File: config.mk
export PLATFORM = sky130hd
export DESIGN_NAME = midpoint_ellipse_raster_unit
export DESIGN_NICKNAME = d
export VERILOG_FILES = /design/src/rtl/mer_pkg.sv /design/src/rtl/mer_mult.sv /design/src/rtl/midpoint_ellipse_raster_unit.sv
export SDC_FILE = /design/constraint.sdc
export NUM_CORES = 2
export LEC_CHECK = 0
export ABC_AREA = 1
export BUFFER_PORTS_ARGS = -buffer_cell sky130_fd_sc_hd__buf_2
export CAP_MARGIN = 25
export CORE_ASPECT_RATIO = 1.4
export CORE_UTILIZATION = 45
export DETAILED_ROUTE_END_ITERATION = 7
export PLACE_DENSITY = 0.69
export SLEW_MARGIN = 10
export SYNTH_ARGS = -nofsm -noshare
export SYNTH_HDL_FRONTEND = slang
export SYNTH_SLANG_ARGS = --single-unit
File: constraint.sdc
create_clock -name i_clk -period 15.95 [get_ports i_clk]
set_input_delay 1.595 -clock i_clk [delete_from_list [all_inputs] [get_ports i_clk]]
set_output_delay 1.595 -clock i_clk [all_outputs]
set_load 0.01 [all_outputs]
File: src/rtl/mer_pkg.sv
// Shared types, widths and a helper function for the midpoint ellipse raster unit.
// Depends on nothing; imported by mer_mult and midpoint_ellipse_raster_unit.
package mer_pkg;

    localparam int COORD_W = 16;
    localparam int RAD_W   = 11;
    localparam int PIX_W   = COORD_W + 1;
    localparam int SQ_W    = 2 * RAD_W;
    localparam int SLOPE_W = 35;
    localparam int DEC_W   = 40;
    localparam int MUL_W   = 2 * RAD_W + 2;
    localparam int PROD_W  = 2 * MUL_W;
    localparam int ACC_W   = PROD_W + 2;

    localparam logic MODE_START = 1'b0;
    localparam logic MODE_STEP  = 1'b1;

    typedef enum logic [3:0] {
        ST_IDLE,
        ST_MUL_RX,
        ST_MUL_RY,
        ST_MUL_SY,
        ST_INIT,
        ST_R2_HX,
        ST_R2_A,
        ST_R2_YM,
        ST_R2_B,
        ST_R2_RR,
        ST_R2_C,
        ST_ROUND,
        ST_STEP_A,
        ST_STEP_B,
        ST_EMIT
    } t_state;

    // A quarter-unit value plus one half, truncated toward zero.
    function automatic logic signed [DEC_W-1:0] round_quarters(
        input logic signed [ACC_W-1:0] q
    );
        logic signed [ACC_W-1:0] v;
        v = q + ACC_W'(2);
        if (v[ACC_W-1]) begin
            v = v + ACC_W'(3);
        end
        v = v >>> 2;
        return v[DEC_W-1:0];
    endfunction

endpackage

File: src/rtl/mer_mult.sv
// Shared unsigned multiplier with a registered product.
// Depends on mer_pkg for the operand and product widths.
module mer_mult
    import mer_pkg::*;
(
    input  logic              i_clk,
    input  logic [MUL_W-1:0]  i_a,
    input  logic [MUL_W-1:0]  i_b,
    output logic [PROD_W-1:0] o_prod
);

    logic [PROD_W-1:0] r_prod;

    always_ff @(posedge i_clk) begin
        r_prod <= PROD_W'(i_a) * PROD_W'(i_b);
    end

    assign o_prod = r_prod;

endmodule

File: src/rtl/midpoint_ellipse_raster_unit.sv
// Top level of the midpoint ellipse raster unit: sequencer, state and pixel output.
// Depends on mer_pkg and on mer_mult for all multiplications.
//
// The unit takes one item at a time and is not ready until every pixel of that
// item has been taken. A start item squares both radii and forms the initial slope
// on the shared multiplier, sets up the state, rounds the decision value and then
// emits four pixels. A step item updates the position, then the decision value, and
// emits four pixels, one pixel per cycle through the single result port while the
// receiver is ready. The one step that enters region two first runs that region's
// set-up on the shared multiplier. A step that emits nothing returns to idle.
module midpoint_ellipse_raster_unit
    import mer_pkg::*;
(
    input  logic                      i_clk,
    input  logic                      i_rst_n,
    input  logic                      i_valid,
    output logic                      o_ready,
    input  logic                      i_mode,
    input  logic signed [COORD_W-1:0] i_center_x,
    input  logic signed [COORD_W-1:0] i_center_y,
    input  logic        [RAD_W-1:0]   i_radius_x,
    input  logic        [RAD_W-1:0]   i_radius_y,
    output logic                      o_valid,
    input  logic                      i_ready,
    output logic signed [PIX_W-1:0]   o_pixel_x,
    output logic signed [PIX_W-1:0]   o_pixel_y,
    output logic                      o_last_of_point,
    output logic                      o_more_points
);

    t_state r_state, n_state;

    logic signed [COORD_W-1:0] r_ctr_x, r_ctr_y;
    logic [RAD_W-1:0]          r_rad_x, r_rad_y;
    logic [SQ_W-1:0]           r_rx_sq, r_ry_sq;
    logic [RAD_W-1:0]          r_cur_x, r_cur_y;
    logic [SLOPE_W-1:0]        r_sx, r_sy;
    logic signed [DEC_W-1:0]   r_dec;
    logic signed [ACC_W-1:0]   r_acc;
    logic                      r_in_r2;
    logic                      r_running;
    logic                      r_flag;
    logic [1:0]                r_k;

    logic [MUL_W-1:0]  w_mul_a, w_mul_b;
    logic [PROD_W-1:0] w_prod;
    logic              w_in_acc, w_out_acc;
    logic              w_dec_pos;
    logic [RAD_W:0]    w_hx;
    logic [RAD_W-1:0]  w_ym;
    logic [SLOPE_W-1:0] w_two_ry_sq, w_two_rx_sq;

    mer_mult u_mult (
        .i_clk  (i_clk),
        .i_a    (w_mul_a),
        .i_b    (w_mul_b),
        .o_prod (w_prod)
    );

    assign w_in_acc    = i_valid && o_ready;
    assign w_out_acc   = o_valid && i_ready;
    assign w_dec_pos   = !r_dec[DEC_W-1] && (r_dec != '0);
    assign w_hx        = {r_cur_x, 1'b1};
    assign w_ym        = (r_cur_y == '0) ? RAD_W'(1) : r_cur_y - RAD_W'(1);
    assign w_two_ry_sq = SLOPE_W'({r_ry_sq, 1'b0});
    assign w_two_rx_sq = SLOPE_W'({r_rx_sq, 1'b0});

    always_comb begin
        n_state = r_state;
        case (r_state)
            ST_IDLE: begin
                if (w_in_acc) begin
                    if (i_mode == MODE_START) begin
                        n_state = ST_MUL_RX;
                    end else if (r_running && !r_in_r2 && !(r_sx < r_sy)) begin
                        n_state = ST_R2_HX;
                    end else if (r_running) begin
                        n_state = ST_STEP_A;
                    end
                end
            end
            ST_MUL_RX: n_state = ST_MUL_RY;
            ST_MUL_RY: n_state = ST_MUL_SY;
            ST_MUL_SY: n_state = ST_INIT;
            ST_INIT:   n_state = ST_ROUND;
            ST_R2_HX:  n_state = ST_R2_A;
            ST_R2_A:   n_state = ST_R2_YM;
            ST_R2_YM:  n_state = ST_R2_B;
            ST_R2_B:   n_state = ST_R2_RR;
            ST_R2_RR:  n_state = ST_R2_C;
            ST_R2_C:   n_state = ST_ROUND;
            ST_ROUND:  n_state = r_in_r2 ? ST_STEP_A : ST_EMIT;
            ST_STEP_A: n_state = (r_in_r2 && r_cur_y == '0) ? ST_IDLE : ST_STEP_B;
            ST_STEP_B: n_state = ST_EMIT;
            ST_EMIT: begin
                if (w_out_acc && r_k == 2'd3) begin
                    n_state = ST_IDLE;
                end
            end
            default:   n_state = ST_IDLE;
        endcase
    end

    always_comb begin
        o_ready = (r_state == ST_IDLE);
        o_valid = (r_state == ST_EMIT);
        w_mul_a = '0;
        w_mul_b = '0;
        case (r_state)
            ST_MUL_RX: begin
                w_mul_a = MUL_W'(r_rad_x);
                w_mul_b = MUL_W'(r_rad_x);
            end
            ST_MUL_RY: begin
                w_mul_a = MUL_W'(r_rad_y);
                w_mul_b = MUL_W'(r_rad_y);
            end
            ST_MUL_SY: begin
                w_mul_a = MUL_W'(r_rx_sq);
                w_mul_b = MUL_W'(r_rad_y);
            end
            ST_R2_HX: begin
                w_mul_a = MUL_W'(w_hx);
                w_mul_b = MUL_W'(w_hx);
            end
            ST_R2_A: begin
                w_mul_a = MUL_W'(r_ry_sq);
                w_mul_b = w_prod[MUL_W-1:0];
            end
            ST_R2_YM: begin
                w_mul_a = MUL_W'(w_ym);
                w_mul_b = MUL_W'(w_ym);
            end
            ST_R2_B: begin
                w_mul_a = MUL_W'(r_rx_sq);
                w_mul_b = w_prod[MUL_W-1:0];
            end
            ST_R2_RR: begin
                w_mul_a = MUL_W'(r_rx_sq);
                w_mul_b = MUL_W'(r_ry_sq);
            end
            default: begin
                w_mul_a = '0;
                w_mul_b = '0;
            end
        endcase
    end

    always_ff @(posedge i_clk) begin
        if (!i_rst_n) begin
            r_state   <= ST_IDLE;
            r_running <= 1'b0;
            r_in_r2   <= 1'b0;
            r_k       <= '0;
            r_ctr_x   <= '0;
            r_ctr_y   <= '0;
            r_rx_sq   <= '0;
            r_ry_sq   <= '0;
            r_cur_x   <= '0;
            r_cur_y   <= '0;
            r_sx      <= '0;
            r_sy      <= '0;
            r_dec     <= '0;
        end else begin
            r_state <= n_state;
            case (r_state)
                ST_IDLE: begin
                    r_k <= '0;
                    if (w_in_acc && i_mode == MODE_START) begin
                        r_ctr_x <= i_center_x;
                        r_ctr_y <= i_center_y;
                        r_rad_x <= i_radius_x;
                        r_rad_y <= i_radius_y;
                    end
                end
                ST_MUL_RY: r_rx_sq <= w_prod[SQ_W-1:0];
                ST_MUL_SY: r_ry_sq <= w_prod[SQ_W-1:0];
                ST_INIT: begin
                    r_sy    <= SLOPE_W'({w_prod, 1'b0});
                    r_sx    <= '0;
                    r_cur_x <= '0;
                    r_cur_y <= r_rad_y;
                    r_in_r2 <= 1'b0;
                    r_acc   <= (ACC_W'(r_ry_sq) << 2) + ACC_W'(r_rx_sq)
                             - (ACC_W'(w_prod) << 2);
                end
                ST_R2_YM: r_acc <= ACC_W'(w_prod);
                ST_R2_RR: r_acc <= r_acc + (ACC_W'(w_prod) << 2);
                ST_R2_C: begin
                    r_acc   <= r_acc - (ACC_W'(w_prod) << 2);
                    r_in_r2 <= 1'b1;
                end
                ST_ROUND: r_dec <= round_quarters(r_acc);
                ST_STEP_A: begin
                    if (!r_in_r2) begin
                        r_cur_x <= r_cur_x + RAD_W'(1);
                        r_sx    <= r_sx + w_two_ry_sq;
                        r_flag  <= !r_dec[DEC_W-1];
                        if (!r_dec[DEC_W-1]) begin
                            r_cur_y <= r_cur_y - RAD_W'(1);
                            r_sy    <= r_sy - w_two_rx_sq;
                        end
                    end else if (r_cur_y == '0) begin
                        r_running <= 1'b0;
                    end else begin
                        r_cur_y <= r_cur_y - RAD_W'(1);
                        r_sy    <= r_sy - w_two_rx_sq;
                        r_flag  <= !w_dec_pos;
                        if (!w_dec_pos) begin
                            r_cur_x <= r_cur_x + RAD_W'(1);
                            r_sx    <= r_sx + w_two_ry_sq;
                        end
                    end
                end
                ST_STEP_B: begin
                    if (!r_in_r2) begin
                        r_dec <= r_dec + DEC_W'(r_ry_sq) + DEC_W'(r_sx)
                               - (r_flag ? DEC_W'(r_sy) : DEC_W'(0));
                    end else begin
                        r_dec <= r_dec + DEC_W'(r_rx_sq) - DEC_W'(r_sy)
                               + (r_flag ? DEC_W'(r_sx) : DEC_W'(0));
                    end
                end
                ST_EMIT: begin
                    if (w_out_acc) begin
                        r_k <= r_k + 2'd1;
                        if (r_k == 2'd3) begin
                            r_running <= (r_cur_y != '0);
                        end
                    end
                end
                default: begin
                    r_k <= r_k;
                end
            endcase
        end
    end

    always_comb begin
        if (r_k[0]) begin
            o_pixel_x = PIX_W'(r_ctr_x) - $signed(PIX_W'(r_cur_x));
        end else begin
            o_pixel_x = PIX_W'(r_ctr_x) + $signed(PIX_W'(r_cur_x));
        end
        if (r_k[1]) begin
            o_pixel_y = PIX_W'(r_ctr_y) - $signed(PIX_W'(r_cur_y));
        end else begin
            o_pixel_y = PIX_W'(r_ctr_y) + $signed(PIX_W'(r_cur_y));
        end
        o_last_of_point = (r_k == 2'd3);
        o_more_points   = (r_cur_y != '0);
    end

endmodule
==> metrics.yaml <==
logic_synthesis:
  netlist.area_leader.share_pct: 20.5
  netlist-cell-type-count: 62
  synth_edf_count: 73
  synthesis.instances: 8306
  avgSynthCellArea_sq_um: 6.73
  ys_seq_area_share_pct: 13.2
  yosysTopAreaCell: "fa_1"
  synth_top_cells_by_area: "fa_1 21%, nand2_1 13%, inv_1 12%"
  ys_warn_count: 0
  async_flop_share_pct: 0
  ys.flop_type: "dfxtp_1"
  syn_area_sq_mm: 0.0559
  synth_seq_cells: 333
timing:
  grt_setup_unrepaired: "no"
  post-route-period-util_pct: 59.1
  drv_slew: 0
  fin_setup_tns_ns: 0
  max-slew-margin-rel_pct: 28.3
  finalSetupViolations: 0
  finClkSkew_ns: 0.0427
  fmax_mhz: 106
  post-route-min-period_ns: 9.43
  setup_ws_ns: 6.52
  worst_slew_pin_slew_ns: 1.06
  hold_viol: 0
grt:
  gr-total-overflow: 0
  grt_pass1_wl_um: 362000
  grt.total_usage_pct: 39.1
  grt_pass1_vias: 56500
  antenna_found_initial: 14
  grt_max_degree: 90
critical_path:
  r2r_end: "u_mult.o_prod[45]"
  max_stage_delay_ns: 0.64
  rrSetupSlack_ns: 6.52
  crit_path_top_delay_cell: "inv_1"
  cp_common_cell: "inv_1"
  crit_family: "adder cells"
  crit_buf_inv: 11
  r2r-start: "r_state[0]"
  cp-end-kind: "register"
  critPathRequiredTime_ns: 16.48
  worstRegToRegCells: 37
  cp-start-kind: "register"
  setup.worst_path.class: "reg -> reg"
  arrival_ns: 9.97
  cp_max_fo: 29
detailed_routing:
  top_layer: "met5"
  route.detailed.drc: 0
  m1WireLength_um: 87900
  route.met3.wl_um: 16200
  routed_wl_um: 246000
  ant_nets: 0
  via_per_inst: 5.67
  wl_met2_um: 117000
  avgRoutedWirePerCell_um: 24.7
  vias: 56500
  firstDrtPassIters: 6
  drt_iter0_drc: 4946
clocking:
  h-tree-depth: 2
  insertion_delay_ns: 0.63
  ctsRootBufferMaster: "clkbuf_16"
  clk_path_buf_depth: 3
  clkSinkCount: 333
  ctsHoldBuffers: 0
  postCtsSetupRepairBufs: 0
  cts_made_buffers: 42
  tritoncts: "built"
  post_cts_resized: 0
  clkSlewWorstSetupHoldPaths_ns: 0.07
die:
  fp.dieH_um: 419
  start_util_pct: 45.5
  die-area_sq_mm: 0.126
  rows: 152
  core_area_sq_mm: 0.123
  die_w_um: 300
  io_pins: 97
min_path:
  hold_path_class: "reg -> reg"
  hold_path_depth: 2
  min_from: "r_dec[31]"
  min_to: "r_dec[31]"
final_layout:
  multi_input_comb_area_sq_mm: 0.0412
  fill_cells: 13000
  utilization_pct: 48.6
  final-seq-area_sq_mm: 0.00740
  finalInstanceArea_sq_mm: 0.0598
  nNetsFinal: 9401
  syn_to_final_growth_pct: 6.88
  drive_gt1_share_pct: 4.90
power:
  p_comb_share_pct: 82.9
  p_sw_mw: 8.88
  seqPwrFrac_pct: 9.7
  power_density_mw_per_mm2: 236
  intPower_mw: 5.22
  clockPowerShare_pct: 7.5
  peakVddDrop_mv: 0.246
  switching_share_pct: 63.0
  p_leak_nw: 31.6
place:
  io_buffers: 96
  dpl.hpwl_um: 205000
  dpl_cell_area_sq_mm: 0.0582
  post-place-ws_ns: 6.69
  globalplace.congestion: 1.09
status:
  status: "finished, final reports clean"
flow_run:
  cap_violations: 0
synthesized netlist by cell type (11+ instances only):
| master | number |
|---|---|
| o22ai_1 | 30 |
| xor2_1 | 173 |
| or2_2 | 34 |
| nor4_1 | 60 |
| o221ai_1 | 16 |
| ha_1 | 463 |
| dfxtp_1 | 260 |
| nor2_1 | 755 |
| nand4_1 | 86 |
| o21a_1 | 28 |
| a221oi_1 | 17 |
| edfxtp_1 | 73 |
| buf_2 | 70 |
| a21boi_0 | 18 |
| a21oi_1 | 585 |
| xnor2_1 | 53 |
| nand3b_1 | 25 |
| o211ai_1 | 39 |
| nand2_1 | 1907 |
| a31oi_1 | 58 |
| nor2_2 | 30 |
| o21bai_1 | 27 |
| nor3_1 | 75 |
| a21o_1 | 32 |
| inv_2 | 15 |
| buf_1 | 13 |
| inv_1 | 1715 |
| nand2_2 | 11 |
| nand3_1 | 353 |
| o21ai_0 | 460 |
| fa_1 | 574 |
| clkbuf_1 | 140 |
| a211oi_1 | 20 |
per-layer routing:
metal / vias to the layer above / GRT usage [%]
met3: 839 / 5.70
met1: 27000 / 42.7
met4: 6 / 32.0
li1: 26100 / -
met5: - / 0
met2: 2567 / 67.3
tightest hold or removal path: cells and delay by family, from the launching register on:
kind / cells / cell delay [ns]
flops: 1 / 0.31
simple gates: 1 / 0.06
compound gates: 1 / 0.06
through the flow:
| stage | total power [mW] | hold WS [ns] | instances |
|---|---|---|---|
| floorplan | 8.82 | 0.445 | 8307 |
| global placement | 12.7 | 0.457 | 9877 |
| detailed placement | 12.7 | 0.468 | 9877 |
| CTS | 13.8 | 0.476 | 9955 |
| global route | 15.2 | 0.516 | 9960 |
| finish | 14.1 | 0.478 | 9962 |
layout by cell type, fill, tap and decap left out, types with 74 or more instances in the layout:
cell and n:
xor2_1 173, nand2_1 1906, o21ai_0 460, nor2_1 749, dfxtp_1 259, buf_2 95, nand3_1 353, inv_1 1715
nor3_1 74, buf_4 85, ha_1 463, a21oi_1 584, nand4_1 86, fa_1 574
worst max-delay path by stage:
stage | slack [ns] | depth (start not counted) | start | end
after floorplan | 8.50 | 37 | r_cur_y[0] | u_mult.o_prod[42]
after global placement | 6.77 | 37 | r_state[0] | u_mult.o_prod[45]
after detailed placement | 6.69 | 37 | r_state[0] | u_mult.o_prod[45]
after CTS | 6.67 | 37 | r_state[0] | u_mult.o_prod[45]
after global routing | 6.02 | 37 | r_state[0] | u_mult.o_prod[45]
final | 6.52 | 37 | r_state[0] | u_mult.o_prod[45]
kinds of logic (layout without fill, tap and decap cells):
group,after synthesis,after routing,synth area share [%]
AO/OA/AOI/OAI,1363,1363,13.6
XOR/XNOR,227,227,3.57
adder cells (fa/ha/maj),1037,1037,30.9
buffers and inverters,1968,2000,13.4
flip-flops,333,333,13.2
other,1,8,0.00671
AND/OR/NAND/NOR,3377,3377,25.3
layout make-up:
type	instances	share of cell area [%]
multi-input combinational	6006	68.9
sequential	333	12.4
inverter	1741	10.9
tap	1617	3.39
clock buffer	59	2.07
timing repair buffer	181	1.91
clock inverter	19	0.402
antenna	6	0.0251
flip-flops by register name (all words and copies together), names as in the netlist:
register / count
r_sy: 34
r_rad_x: 11
r_rad_y: 11
r_sx: 34
r_dec: 40
r_ry_sq: 22
r_ctr_y: 16
u_mult.o_prod: 46
r_state: 4
r_acc: 50
r_in_r2: 1
r_flag: 1
r_cur_x: 11
r_cur_y: 11
r_rx_sq: 22
r_k: 2
r_ctr_x: 16
r_running: 1
power groups by stage:
stage	Combinational, mW	Sequential, mW	Clock, mW
after CTS	11.4	1.35	1.06
after detailed placement	11.3	1.37	0
after global routing	12.7	1.37	1.09
final	11.7	1.36	1.05
after global placement	11.3	1.37	0
after floorplan	7.58	1.24	0
Note: power is estimated with default switching activity, not from simulation.
